==> src/rtl/cpid_pkg.sv <==
`timescale 1ns / 1ps
`default_nettype none
// ----------------------------------------------------------------------------
// cpid_pkg: shared types and microprogram for the cascaded pid controller
// Register map, control word layout and the per-loop program table.
// ----------------------------------------------------------------------------
package cpid_pkg;

	localparam int SAMPLE_WIDTH_DEF   = 16;
	localparam int ACCUM_WIDTH_DEF    = 32;
	localparam int GAIN_FRAC_BITS_DEF = 8;

	localparam int LOOPS     = 3;
	localparam int LOOP_W    = 2;
	localparam int GAIN_W    = 16;
	localparam int CFG_W     = 48;
	localparam int LIMIT_W   = 31;
	localparam int CFG_IDX_W = 3;
	localparam int STEP_W    = 3;

	localparam logic [LOOP_W-1:0] LAST_LOOP = LOOP_W'(LOOPS - 1);

	typedef enum logic [CFG_IDX_W-1:0] {
		REG_POS_GAINS = 3'd0,
		REG_SPD_GAINS = 3'd1,
		REG_CUR_GAINS = 3'd2,
		REG_POS_LIMIT = 3'd3,
		REG_SPD_LIMIT = 3'd4,
		REG_CUR_LIMIT = 3'd5
	} reg_idx_t;

	typedef enum logic [1:0] {
		MUL_NONE = 2'd0,
		MUL_KI   = 2'd1,
		MUL_KP   = 2'd2,
		MUL_KD   = 2'd3
	} mul_op_t;

	typedef enum logic [2:0] {
		ALU_NOP      = 3'd0,
		ALU_ERR      = 3'd1,
		ALU_DIFF     = 3'd2,
		ALU_ISAT     = 3'd3,
		ALU_LIMIT    = 3'd4,
		ALU_ACC_PROD = 3'd5,
		ALU_ACC_INT  = 3'd6,
		ALU_ROUND    = 3'd7
	} alu_op_t;

	typedef enum logic {
		JMP_NONE = 1'b0,
		JMP_LOOP = 1'b1
	} jump_t;

	typedef struct packed {
		alu_op_t alu;
		mul_op_t mul;
		jump_t   jmp;
	} ucode_t;

	typedef struct packed {
		logic              exec;
		logic [LOOP_W-1:0] loop;
		ucode_t            uc;
	} seq_ctrl_t;

	// one loop of the cascade; the last word jumps to the next loop
	function automatic ucode_t ucode_rom(input logic [STEP_W-1:0] step);
		ucode_t w;
		begin
			case (step)
				3'd0:    w = '{alu: ALU_ERR,      mul: MUL_NONE, jmp: JMP_NONE};
				3'd1:    w = '{alu: ALU_DIFF,     mul: MUL_KI,   jmp: JMP_NONE};
				3'd2:    w = '{alu: ALU_ISAT,     mul: MUL_KP,   jmp: JMP_NONE};
				3'd3:    w = '{alu: ALU_LIMIT,    mul: MUL_KD,   jmp: JMP_NONE};
				3'd4:    w = '{alu: ALU_ACC_PROD, mul: MUL_NONE, jmp: JMP_NONE};
				3'd5:    w = '{alu: ALU_ACC_INT,  mul: MUL_NONE, jmp: JMP_NONE};
				3'd6:    w = '{alu: ALU_ROUND,    mul: MUL_NONE, jmp: JMP_NONE};
				default: w = '{alu: ALU_NOP,      mul: MUL_NONE, jmp: JMP_LOOP};
			endcase
			return w;
		end
	endfunction

endpackage
`default_nettype wire

==> src/rtl/cascaded_pid_controller.sv <==
`timescale 1ns / 1ps
`default_nettype none
// ----------------------------------------------------------------------------
// cascaded_pid_controller: position, speed and current pid loops in cascade
// Each loop's saturated output is the setpoint of the next loop.
// ----------------------------------------------------------------------------
//  channel  | signals                              | direction | transfer when
//  ---------+--------------------------------------+-----------+---------------
//  input    | in_valid/in_ready + four samples     | in        | valid & ready
//  output   | out_valid/out_ready + three commands | out       | valid & ready
//  config   | cfg_write, cfg_index, cfg_data       | in        | cfg_write
//
// each sample runs 3 loops x 8 microcode steps on one shared multiplier and
// accumulator; in_ready stays low while the sequencer is busy, so a new sample
// is taken only after the previous one has finished.
// reset loads gains with zero, integral limits with all ones, clears loop state.
// a waiting result sits in the output register; the sequencer holds on its
// final step only if that register is full and not being read.
// ----------------------------------------------------------------------------
module cascaded_pid_controller #(
	parameter int SAMPLE_WIDTH   = cpid_pkg::SAMPLE_WIDTH_DEF,
	parameter int ACCUM_WIDTH    = cpid_pkg::ACCUM_WIDTH_DEF,
	parameter int GAIN_FRAC_BITS = cpid_pkg::GAIN_FRAC_BITS_DEF
) (
	input  wire logic                            clk,
	input  wire logic                            arst_n,
	// configuration
	input  wire logic                            cfg_write,
	input  wire logic [cpid_pkg::CFG_IDX_W-1:0]  cfg_index,
	input  wire logic [cpid_pkg::CFG_W-1:0]      cfg_data,
	// input samples
	input  wire logic                            in_valid,
	output logic                                 in_ready,
	input  wire logic signed [SAMPLE_WIDTH-1:0]  target_position,
	input  wire logic signed [SAMPLE_WIDTH-1:0]  measured_position,
	input  wire logic signed [SAMPLE_WIDTH-1:0]  measured_speed,
	input  wire logic signed [SAMPLE_WIDTH-1:0]  measured_current,
	// results
	output logic                                 out_valid,
	input  wire logic                            out_ready,
	output logic signed [SAMPLE_WIDTH-1:0]       speed_command,
	output logic signed [SAMPLE_WIDTH-1:0]       current_command,
	output logic signed [SAMPLE_WIDTH-1:0]       drive_output
);
	import cpid_pkg::*;

	// configuration registers
	logic [LOOPS-1:0][CFG_W-1:0]   gains_q;
	logic [LOOPS-1:0][LIMIT_W-1:0] limits_q;
	logic [LOOPS-1:0]              clear;

	// captured sample
	logic signed [SAMPLE_WIDTH-1:0] tp_q, mp_q, ms_q, mc_q;

	// output register
	logic                           out_valid_q;
	logic signed [SAMPLE_WIDTH-1:0] spd_q, cur_q, drv_q;

	seq_ctrl_t                      ctrl;
	logic                           done;
	logic                           in_xfer;
	logic                           out_free;
	logic signed [SAMPLE_WIDTH-1:0] dp_spd, dp_cur, dp_drv;

	assign in_ready = !ctrl.exec;
	assign in_xfer  = in_valid && in_ready;
	assign out_free = !out_valid_q || out_ready;

	// a write to any of a loop's registers clears that loop's state
	always_comb begin
		clear = '0;
		if (cfg_write) begin
			unique case (cfg_index) inside
				REG_POS_GAINS, REG_POS_LIMIT: clear[0] = 1'b1;
				REG_SPD_GAINS, REG_SPD_LIMIT: clear[1] = 1'b1;
				REG_CUR_GAINS, REG_CUR_LIMIT: clear[2] = 1'b1;
				default:                      clear    = '0;
			endcase
		end
	end

	always_ff @(posedge clk or negedge arst_n) begin
		if (!arst_n) begin
			gains_q  <= '0;
			limits_q <= '1;
		end else if (cfg_write) begin
			unique case (cfg_index)
				REG_POS_GAINS: gains_q[0]  <= cfg_data;
				REG_SPD_GAINS: gains_q[1]  <= cfg_data;
				REG_CUR_GAINS: gains_q[2]  <= cfg_data;
				REG_POS_LIMIT: limits_q[0] <= cfg_data[LIMIT_W-1:0];
				REG_SPD_LIMIT: limits_q[1] <= cfg_data[LIMIT_W-1:0];
				REG_CUR_LIMIT: limits_q[2] <= cfg_data[LIMIT_W-1:0];
				default:       ;  // unknown index, write dropped
			endcase
		end
	end

	// sample capture on input transfer
	always_ff @(posedge clk) begin
		if (in_xfer) begin
			tp_q <= target_position;
			mp_q <= measured_position;
			ms_q <= measured_speed;
			mc_q <= measured_current;
		end
	end

	cpid_seq u_seq (
		.clk      (clk),
		.arst_n   (arst_n),
		.start    (in_xfer),
		.out_free (out_free),
		.ctrl     (ctrl),
		.done     (done)
	);

	cpid_dp #(
		.SAMPLE_WIDTH   (SAMPLE_WIDTH),
		.ACCUM_WIDTH    (ACCUM_WIDTH),
		.GAIN_FRAC_BITS (GAIN_FRAC_BITS)
	) u_dp (
		.clk               (clk),
		.arst_n            (arst_n),
		.ctrl              (ctrl),
		.clear             (clear),
		.target_position   (tp_q),
		.measured_position (mp_q),
		.measured_speed    (ms_q),
		.measured_current  (mc_q),
		.gains             (gains_q),
		.limits            (limits_q),
		.speed_command     (dp_spd),
		.current_command   (dp_cur),
		.drive_output      (dp_drv)
	);

	// output register, loaded when the last loop finishes
	always_ff @(posedge clk or negedge arst_n) begin
		if (!arst_n) begin
			out_valid_q <= 1'b0;
		end else if (done) begin
			out_valid_q <= 1'b1;
		end else if (out_ready) begin
			out_valid_q <= 1'b0;
		end
	end

	always_ff @(posedge clk) begin
		if (done) begin
			spd_q <= dp_spd;
			cur_q <= dp_cur;
			drv_q <= dp_drv;
		end
	end

	assign out_valid       = out_valid_q;
	assign speed_command   = spd_q;
	assign current_command = cur_q;
	assign drive_output    = drv_q;

endmodule
`default_nettype wire

==> src/rtl/cpid_seq.sv <==
`timescale 1ns / 1ps
`default_nettype none
// ----------------------------------------------------------------------------
// cpid_seq: microcode sequencer
// Step counter, program table lookup and loop counter with conditional jump.
// ----------------------------------------------------------------------------
module cpid_seq (
	input  wire logic               clk,
	input  wire logic               arst_n,
	input  wire logic               start,
	input  wire logic               out_free,
	output cpid_pkg::seq_ctrl_t     ctrl,
	output logic                    done
);
	import cpid_pkg::*;

	logic              busy_q;
	logic [STEP_W-1:0] step_q;
	logic [LOOP_W-1:0] loop_q;
	ucode_t            uc;

	assign uc = ucode_rom(step_q);

	assign done = busy_q && (uc.jmp == JMP_LOOP) && (loop_q == LAST_LOOP) && out_free;

	always_ff @(posedge clk or negedge arst_n) begin
		if (!arst_n) begin
			busy_q <= 1'b0;
			step_q <= '0;
			loop_q <= '0;
		end else if (start) begin
			busy_q <= 1'b1;
			step_q <= '0;
			loop_q <= '0;
		end else if (busy_q) begin
			if (uc.jmp == JMP_LOOP) begin
				if (loop_q != LAST_LOOP) begin
					loop_q <= loop_q + 1'b1;
					step_q <= '0;
				end else if (out_free) begin
					busy_q <= 1'b0;
				end
			end else begin
				step_q <= step_q + 1'b1;
			end
		end
	end

	assign ctrl = '{exec: busy_q, loop: loop_q, uc: uc};

endmodule
`default_nettype wire

==> src/rtl/cpid_dp.sv <==
`timescale 1ns / 1ps
`default_nettype none
// ----------------------------------------------------------------------------
// cpid_dp: shared pid datapath
// One multiplier, accumulator, integral saturation and limit, output rounding.
// ----------------------------------------------------------------------------
module cpid_dp #(
	parameter int SAMPLE_WIDTH   = cpid_pkg::SAMPLE_WIDTH_DEF,
	parameter int ACCUM_WIDTH    = cpid_pkg::ACCUM_WIDTH_DEF,
	parameter int GAIN_FRAC_BITS = cpid_pkg::GAIN_FRAC_BITS_DEF
) (
	input  wire logic                                            clk,
	input  wire logic                                            arst_n,
	input  wire cpid_pkg::seq_ctrl_t                             ctrl,
	input  wire logic [cpid_pkg::LOOPS-1:0]                      clear,
	input  wire logic signed [SAMPLE_WIDTH-1:0]                  target_position,
	input  wire logic signed [SAMPLE_WIDTH-1:0]                  measured_position,
	input  wire logic signed [SAMPLE_WIDTH-1:0]                  measured_speed,
	input  wire logic signed [SAMPLE_WIDTH-1:0]                  measured_current,
	input  wire logic [cpid_pkg::LOOPS-1:0][cpid_pkg::CFG_W-1:0]   gains,
	input  wire logic [cpid_pkg::LOOPS-1:0][cpid_pkg::LIMIT_W-1:0] limits,
	output logic signed [SAMPLE_WIDTH-1:0]                       speed_command,
	output logic signed [SAMPLE_WIDTH-1:0]                       current_command,
	output logic signed [SAMPLE_WIDTH-1:0]                       drive_output
);
	import cpid_pkg::*;

	localparam int SW  = SAMPLE_WIDTH;
	localparam int AW  = ACCUM_WIDTH;
	localparam int EW  = SW + 1;
	localparam int DW  = SW + 2;
	localparam int PW  = GAIN_W + DW;
	localparam int IW  = ((AW > PW) ? AW : PW) + 1;
	localparam int CW  = (AW > LIMIT_W) ? AW : LIMIT_W;
	localparam int ACW = ((PW > AW) ? PW : AW) + 2;
	localparam int RW  = ACW + 1;

	localparam logic signed [IW-1:0] IMAX = {{(IW-AW+1){1'b0}}, {(AW-1){1'b1}}};
	localparam logic signed [IW-1:0] IMIN = ~IMAX;
	localparam logic signed [RW-1:0] RMAX = {{(RW-SW+1){1'b0}}, {(SW-1){1'b1}}};
	localparam logic signed [RW-1:0] RMIN = ~RMAX;
	localparam logic signed [RW-1:0] HALF = RW'((2 ** GAIN_FRAC_BITS) >> 1);

	logic signed [EW-1:0]  err_q;
	logic signed [DW-1:0]  diff_q;
	logic signed [PW-1:0]  prod_q;
	logic signed [AW-1:0]  isat_q;
	logic signed [ACW-1:0] acc_q;
	logic signed [SW-1:0]  cmd_q   [LOOPS];
	logic signed [EW-1:0]  prev_q  [LOOPS];
	logic signed [AW-1:0]  integ_q [LOOPS];

	logic [LOOP_W-1:0]         k;
	logic [CFG_W-1:0]          gsel;
	logic signed [GAIN_W-1:0]  kp, ki, kd, mgain;
	logic signed [DW-1:0]      mop;
	logic signed [PW-1:0]      prod_n;
	logic signed [SW-1:0]      setp, meas;
	logic signed [EW-1:0]      err_n;
	logic signed [DW-1:0]      diff_n;
	logic signed [IW-1:0]      isum;
	logic signed [AW-1:0]      isat_n;
	logic [AW-1:0]             mag;
	logic                      over;
	logic signed [AW-1:0]      lim_n;
	logic signed [RW-1:0]      rsum, rshift;
	logic signed [SW-1:0]      rnd;

	assign k    = ctrl.loop;
	assign gsel = gains[k];
	assign kp   = gsel[GAIN_W-1:0];
	assign ki   = gsel[2*GAIN_W-1:GAIN_W];
	assign kd   = gsel[3*GAIN_W-1:2*GAIN_W];

	// after the first loop, the setpoint comes from the previous loop's command
	always_comb begin
		case (k)
			2'd0: begin
				setp = target_position;
				meas = measured_position;
			end
			2'd1: begin
				setp = cmd_q[0];
				meas = measured_speed;
			end
			default: begin
				setp = cmd_q[1];
				meas = measured_current;
			end
		endcase
	end

	assign err_n  = EW'(setp) - EW'(meas);
	assign diff_n = DW'(err_q) - DW'(prev_q[k]);

	always_comb begin
		case (ctrl.uc.mul)
			MUL_KI:  mgain = ki;
			MUL_KP:  mgain = kp;
			MUL_KD:  mgain = kd;
			default: mgain = '0;
		endcase
	end

	assign mop    = (ctrl.uc.mul == MUL_KD) ? diff_q : DW'(err_q);
	assign prod_n = PW'(mgain) * PW'(mop);

	// integral update saturated to the accumulator width
	assign isum = IW'(integ_q[k]) + IW'(prod_q);
	always_comb begin
		if (isum > IMAX) begin
			isat_n = IMAX[AW-1:0];
		end else if (isum < IMIN) begin
			isat_n = IMIN[AW-1:0];
		end else begin
			isat_n = isum[AW-1:0];
		end
	end

	assign mag   = isat_q[AW-1] ? (~isat_q + 1'b1) : isat_q;
	assign over  = CW'(mag) > CW'(limits[k]);
	assign lim_n = over ? '0 : isat_q;

	// round half up, then clamp to the sample range
	assign rsum   = RW'(acc_q) + HALF;
	assign rshift = rsum >>> GAIN_FRAC_BITS;
	always_comb begin
		if (rshift > RMAX) begin
			rnd = RMAX[SW-1:0];
		end else if (rshift < RMIN) begin
			rnd = RMIN[SW-1:0];
		end else begin
			rnd = rshift[SW-1:0];
		end
	end

	always_ff @(posedge clk or negedge arst_n) begin
		if (!arst_n) begin
			for (int i = 0; i < LOOPS; i++) begin
				prev_q[i]  <= '0;
				integ_q[i] <= '0;
			end
		end else begin
			for (int i = 0; i < LOOPS; i++) begin
				if (clear[i]) begin
					prev_q[i]  <= '0;
					integ_q[i] <= '0;
				end else if (ctrl.exec && (k == LOOP_W'(i))) begin
					if (ctrl.uc.alu == ALU_DIFF) begin
						prev_q[i] <= err_q;
					end
					if (ctrl.uc.alu == ALU_LIMIT) begin
						integ_q[i] <= lim_n;
					end
				end
			end
		end
	end

	always_ff @(posedge clk) begin
		if (ctrl.exec) begin
			if (ctrl.uc.mul != MUL_NONE) begin
				prod_q <= prod_n;
			end
			case (ctrl.uc.alu)
				ALU_ERR:      err_q  <= err_n;
				ALU_DIFF:     diff_q <= diff_n;
				ALU_ISAT:     isat_q <= isat_n;
				ALU_LIMIT:    acc_q  <= ACW'(prod_q);
				ALU_ACC_PROD: acc_q  <= acc_q + ACW'(prod_q);
				ALU_ACC_INT:  acc_q  <= acc_q + ACW'(integ_q[k]);
				ALU_ROUND:    cmd_q[k] <= rnd;
				default:      ;
			endcase
		end
	end

	assign speed_command   = cmd_q[0];
	assign current_command = cmd_q[1];
	assign drive_output    = cmd_q[2];

endmodule
`default_nettype wire
==> config.mk <==
export PLATFORM = sky130hd
export DESIGN_NAME = cascaded_pid_controller
export DESIGN_NICKNAME = d
export VERILOG_FILES = /design/src/rtl/cpid_pkg.sv /design/src/rtl/cascaded_pid_controller.sv /design/src/rtl/cpid_seq.sv /design/src/rtl/cpid_dp.sv
export SDC_FILE = /design/constraint.sdc
export NUM_CORES = 2
export LEC_CHECK = 0
export BUFFER_PORTS_ARGS = -buffer_cell sky130_fd_sc_hd__buf_2
export CAP_MARGIN = 10
export CORE_ASPECT_RATIO = 0.7
export CORE_UTILIZATION = 50
export DETAILED_ROUTE_END_ITERATION = 10
export PLACE_DENSITY = 0.8
export RECOVER_POWER = 100
export SYNTH_ARGS = -nofsm -noshare
export SYNTH_HDL_FRONTEND = slang
export SYNTH_SLANG_ARGS = --single-unit
==> constraint.sdc <==
create_clock -name clk -period 8.6 [get_ports clk]
set_input_delay 0.43 -clock clk [delete_from_list [all_inputs] [get_ports clk]]
set_output_delay 0.43 -clock clk [all_outputs]
set_load 0.005 [all_outputs]
# == After elaboration in Yosys (flattened, before gate mapping) ==
# Memories as Yosys holds them, arrays and structs flattened. A register that Yosys moved wholly into a read port is not among the register bits.
# Cells that the tools add are included.
# totals
register_bits,624
latch_bits,0
ram_bits,48
mem_bits_ro,0
input_bits,120
output_inout_bits,50
elab_cells,179
n_memories,1
# op_classes
n_addsub,9
mul,1
div,0
magnitude_cmp,7
eq_ne,25
shifts,0
muxes,57
bitwise_logic,2
reduce_logical,50
# memory_table
name,words,word_bits,read_ports,rd_ports_with_merged_regs,wr,line,text
u_dp.cmd_q,3,16,3,1,1,cpid_dp.sv:49,logic signed [SW-1:0] cmd_q [LOOPS];
# op_table
operator,n
$mux 32,12
$mux 17,9
$pmux 36 s3,1
$bmux 48 s2,1
$bmux 32 s2,1
$pmux 16 s2,2
$bmux 31 s2,1
$mux 48,1
$pmux 16 s3,1
$pmux 6 s7,1
$add 36x9->37 const B,1
$add 36x32->36,1
$add 36x34->36,1
$reduce_and 2->1,18
$add 32x34->35,1
$gt 35x32->1 const B,1
$lt 35x32->1 const B,1
$bmux 17 s2,1
$mul 16x18->34,1
$add 32x1->32 const B,1
$gt 32x31->1,1
$mux 16,2
$not 32->32,1
$mux 31,1
29 further kinds,89

# == Depth between registers and ports, before layout ==
# depth
depth_word,8
depth_mapped,36
depth_no_buf,32

# == Hierarchy ==
# Synthesis repeated with hierarchy kept, for this count alone.
# unflattened
cells_unflattened,4157
area_unflattened_um2,46345.7
# modules_own_cells
module,n_inst,cells_each,area_per_inst_um2,seq_area_each_um2
cpid_dp,1,3477,33309.4,9233.9
cascaded_pid_controller,1,631,12582.1,9435.3
cpid_seq,1,49,454.2,150.1

# == Least setup slack after synthesis ==
# No wires, ideal clock.
# synth_timing
kind,register -> register
from,reg u_seq.step_q[0]
to,"reg u_dp.prod_q[32], data pin"
setup_time_ns,0.258
arrival_time_ns,8.401
t_required_ns,8.342
slack_ns,-0.059
stages_incl_launch_ff,34
n_path_buf,4
synth_period_minus_slack_ns,8.659
path_cell_list,dfrtp_1 > inv_1 > ha_1 > or2_2 > or3_1 > nand2_1 > nor3_1 > clkbuf_1 > a22o_1 > a222oi_1 > clkbuf_1 > clkbuf_1 > nor2_1 > fa_1 > inv_1 > fa_1 > fa_1 > fa_1 > inv_1 > fa_1 > inv_1 > fa_1 > inv_1 > ha_1 > clkbuf_1 > a21o_1 > nor4b_1 > a21oi_1 > o211ai_1 > nand2_1 > or4_1 > a31o_2 > a21oi_1 > xnor2_1
# synth_between
elab_chain_cells,5
elab_cells_between_ends,14
cone_classes,mul (1); eq/ne (9); mux (3); reduce/logical (1)
# synth_lines
item,line,text
"start, declared",cpid_seq.sv:18,logic [STEP_W-1:0] step_q;
"start signal, assigned",cpid_seq.sv:44,step_q <= step_q + 1'b1;
"$eq 3x3->1, or another cell as far along",cpid_pkg.sv:71,case (step)
$pmux 6 s7 (*),cpid_pkg.sv:71,
"$eq 2x2->1, or another cell as far along","cpid_dp.sv:97, cpid_dp.sv:105",
$pmux 16 s3 / $mux 18 (equally long branches),"cpid_dp.sv:97, cpid_dp.sv:105",
$mul 16x18->34 (*),cpid_dp.sv:106,assign prod_n = PW'(mgain) * PW'(mop);
net u_dp.prod_n[32],cpid_dp.sv:57,logic signed [PW-1:0] prod_n;
"end signal, assigned",cpid_dp.sv:163,prod_q <= prod_n;
"end, declared",cpid_dp.sv:46,logic signed [PW-1:0] prod_q;
# The timed path passes the listed nets; every way through them passes the cells marked *.
# A chain may end at the register's enable or synchronous reset.

# == Worst setup path after layout ==
# Ends and elaborated chain as after synthesis.

==> results.toml <==
[detailed_routing]
drc = 0
vias = 33600
drtPass1Iterations = 7
avgRoutedWirePerCell_um = 22.2
ant_nets = 0
wirelength_mm = 125
viasPerCell = 5.94
drt-initial-drc-count = 3591

[critical_path]
cpMostUsedCell = "fa_1"
reg2reg_depth = 33
cp-endpoint = "u_dp.prod_q[32]"
timing.rr.start = "u_seq.step_q[0]"
cp_max_fo = 7
crit_slowest_cell = "fa_1"
critPathLaunch = "u_seq.step_q[0]"
max_stage_delay_ps = 580
start_kind = "register"
worst-endpoint-required_ps = 8970
r2r-end = "u_dp.prod_q[32]"
worst_ep_arrival_time_ps = 8890
path_class = "register to register"
end_kind = "register"
r2r_setup_slack_ps = 80

[floorplan]
io_pins = 170
initial_core_util_pct = 50.5
dieArea_um2 = 92200
rows = 92
die_h_um = 254
coreArea_um2 = 90000
die_w_um = 363

[cts]
cts_tree = "built"
path_clk_slew_ps = 60
root_buffer = "clkbuf_16"
htree_levels = 3
clkLatencyLatePin_ps = 630
cts_buffer_depth = 3
numCtsBuffers = 71
clock-sinks = 688

[flow_run]
max_cap_viol_count = 10

[yosys]
synth.avg_cell_area_um2 = 11.2
synth_most_common_cell = "inv_1"
ys_dominant_reg_cell = "dfrtp_1"
synth_edf_count = 297
ys_warn_count = 0
synth_top_area_share_pct = 19.6
synth-async-reset-ratio_pct = 56.8
ys_seq_area_share_pct = 41.4
synth.area.top_cells = "edfxtp_1 20%, dfrtp_1 16%, fa_1 13%"
syn-cell-area_um2 = 45500
synth_common_cells = "424 x inv_1, 306 x nor2_1, 298 x dfrtp_1"
synth_fp_nets = 4710
syn_inst = 4067
yosysUniqueCellTypes = 79
synth.largest_area_cell = "edfxtp_1"
ys_ff_latch = 688

[layout]
drive_gt1_share_pct = 20.3
syn_to_final_growth_pct = 14.0
finalNetCount = 5009
fin_util_pct = 57.6
design_area_um2 = 51900

[sta]
fin_setup_tns_ps = 0
skew_ps = 17.7
finalMaxSlewViolations = 564
rsz0062_at_grt = "yes"
layout_min_cycle_time_ps = 8520
worst_slew_pin_slew_ps = 5200
period_share_pct = 99.0
timing.fmax_mhz = 117
fin_hold_ws_ps = 87.0
slew_headroom_pct = -247
setup_viol = 0
finalHoldViolCount = 0

[grt]
grt_usage_pct = 27.1
grt_max_degree = 155
grt_remaining_overflow = 0
grt_pass1_wl_mm = 195
antenna_found_initial = 3
grt_pass1_vias = 33800

[placed_design]
placed_cell_area_um2 = 48400
gp_congestion = 0.958
post-dp-hpwl_mm = 89.7
portBuffers = 169

[status]
violations = "max-capacitance violations, max-slew violations"
status = "finished with violations"

[min_path]
min_path_type = "input pin to register"
-- registers in the layout, indices dropped and copies added (netlist names), 32 cells and up --
| register | flops |
|---|---|
| limits_q | 93 |
| u_dp.prev_q | 51 |
| u_dp.isat_q | 32 |
| u_dp.integ_q | 96 |
| u_dp.cmd_q | 48 |
| u_dp.prod_q | 34 |
| u_dp.acc_q | 36 |
| gains_q | 144 |
-- metal layers --
layer,track usage [%],routed length [µm],up-vias
li1,-,-,14800
met1,38.5,52700,16900
met2,41.5,56300,1549
met3,6.07,12500,265
met4,8.27,3840,0
met5,0,0,-
-- through the flow --
stage	worst slack (ps)	std cells
2_1_floorplan	29.8	4067
3_3_place_gp	-126	5415
3_5_place_dp	-405	5415
4_1_cts	9.67	5621
5_1_grt	-129	5646
6_report	83.4	5647
-- worst max-delay path: cells and delay by family (launching register included) --
family,cells,cell delay (ps)
xor gates and xnor gates,1,70
buffers and inverters,9,930
DFF,1,420
and+or+nand+nor,8,1550
adders and majority gates,8,3670
AOI/OAI and AO/OA,7,1580
-- final cells by class --
class | count | area [µm²]
Antenna cell | 1 | 2.50
Clock inverter | 43 | 364
Sequential cell | 688 | 18800
Tap cell | 1222 | 1530
Multi-Input combinational cell | 2777 | 24800
Inverter | 425 | 1600
Fill cell | 7298 | 38100
Clock buffer | 88 | 1920
Timing Repair Buffer | 403 | 2840
-- cells in the final DEF, fill, tap and decap left out, types with 11 or more instances in the layout --
cell type	count
a211oi_1	11
a21o_1	89
a21oi_1	164
a22o_1	172
a22oi_1	25
a31oi_1	19
and2_1	14
and3_1	22
buf_2	131
buf_4	135
clkbuf_1	55
clkbuf_16	71
clkinv_1	15
clkinv_2	11
dfrtp_1	295
dfstp_2	93
dlygate4sd3_1	66
edfxtp_1	297
fa_1	289
ha_1	219
inv_1	420
mux2_2	284
mux2i_1	115
mux4_2	16
nand2_1	288
nand2b_1	35
nand3_1	36
nand4_1	17
nor2_1	299
nor2b_1	20
nor3_1	26
o21a_1	21
o21ai_0	178
o21bai_1	11
o31ai_1	14
or2_2	19
xnor2_1	122
xor2_1	43
-- how the worst min path moves through the flow --
stage                       from                to  slack (ps)  depth (start not counted)
6_report            cfg_data[39]       gains_q[87]          90                          2
3_3_place_gp   u_dp.cmd_q[2][11]  drive_output[11]         400                          0
2_1_floorplan             arst_n        gains_q[0]         130                          0
3_5_place_dp    u_dp.cmd_q[2][5]   drive_output[5]         410                          0
5_1_grt             cfg_data[31]       gains_q[79]          80                          2
4_1_cts             cfg_data[33]       gains_q[81]          60                          2
-- logic make-up after synthesis --
logic type / count (synthesis) / synth area share [%]
mux: 417 / 10.4
xor+xnor: 165 / 3.18
compound gates: 820 / 12.3
buf+inv: 603 / 5.10
simple gates: 851 / 8.43
fa+ha+maj: 523 / 19.2
flops: 688 / 41.4
-- timing repair --
| action | CTS | global route |
|---|---|---|
| hold buffers | 66 | 0 |
| resized for setup | 11 | 68 |
| gates cloned | 0 | 5 |
| endpoints found under the hold margin | 146 | 0 |
| pin swaps | 1 | 42 |
| setup buffers | 9 | 20 |
| endpoints found under the setup margin | 8 | 9 |
Power is left out: the tool's default activity adds up to more than one toggle a clock period on the data nets, which glitch-free logic cannot reach.
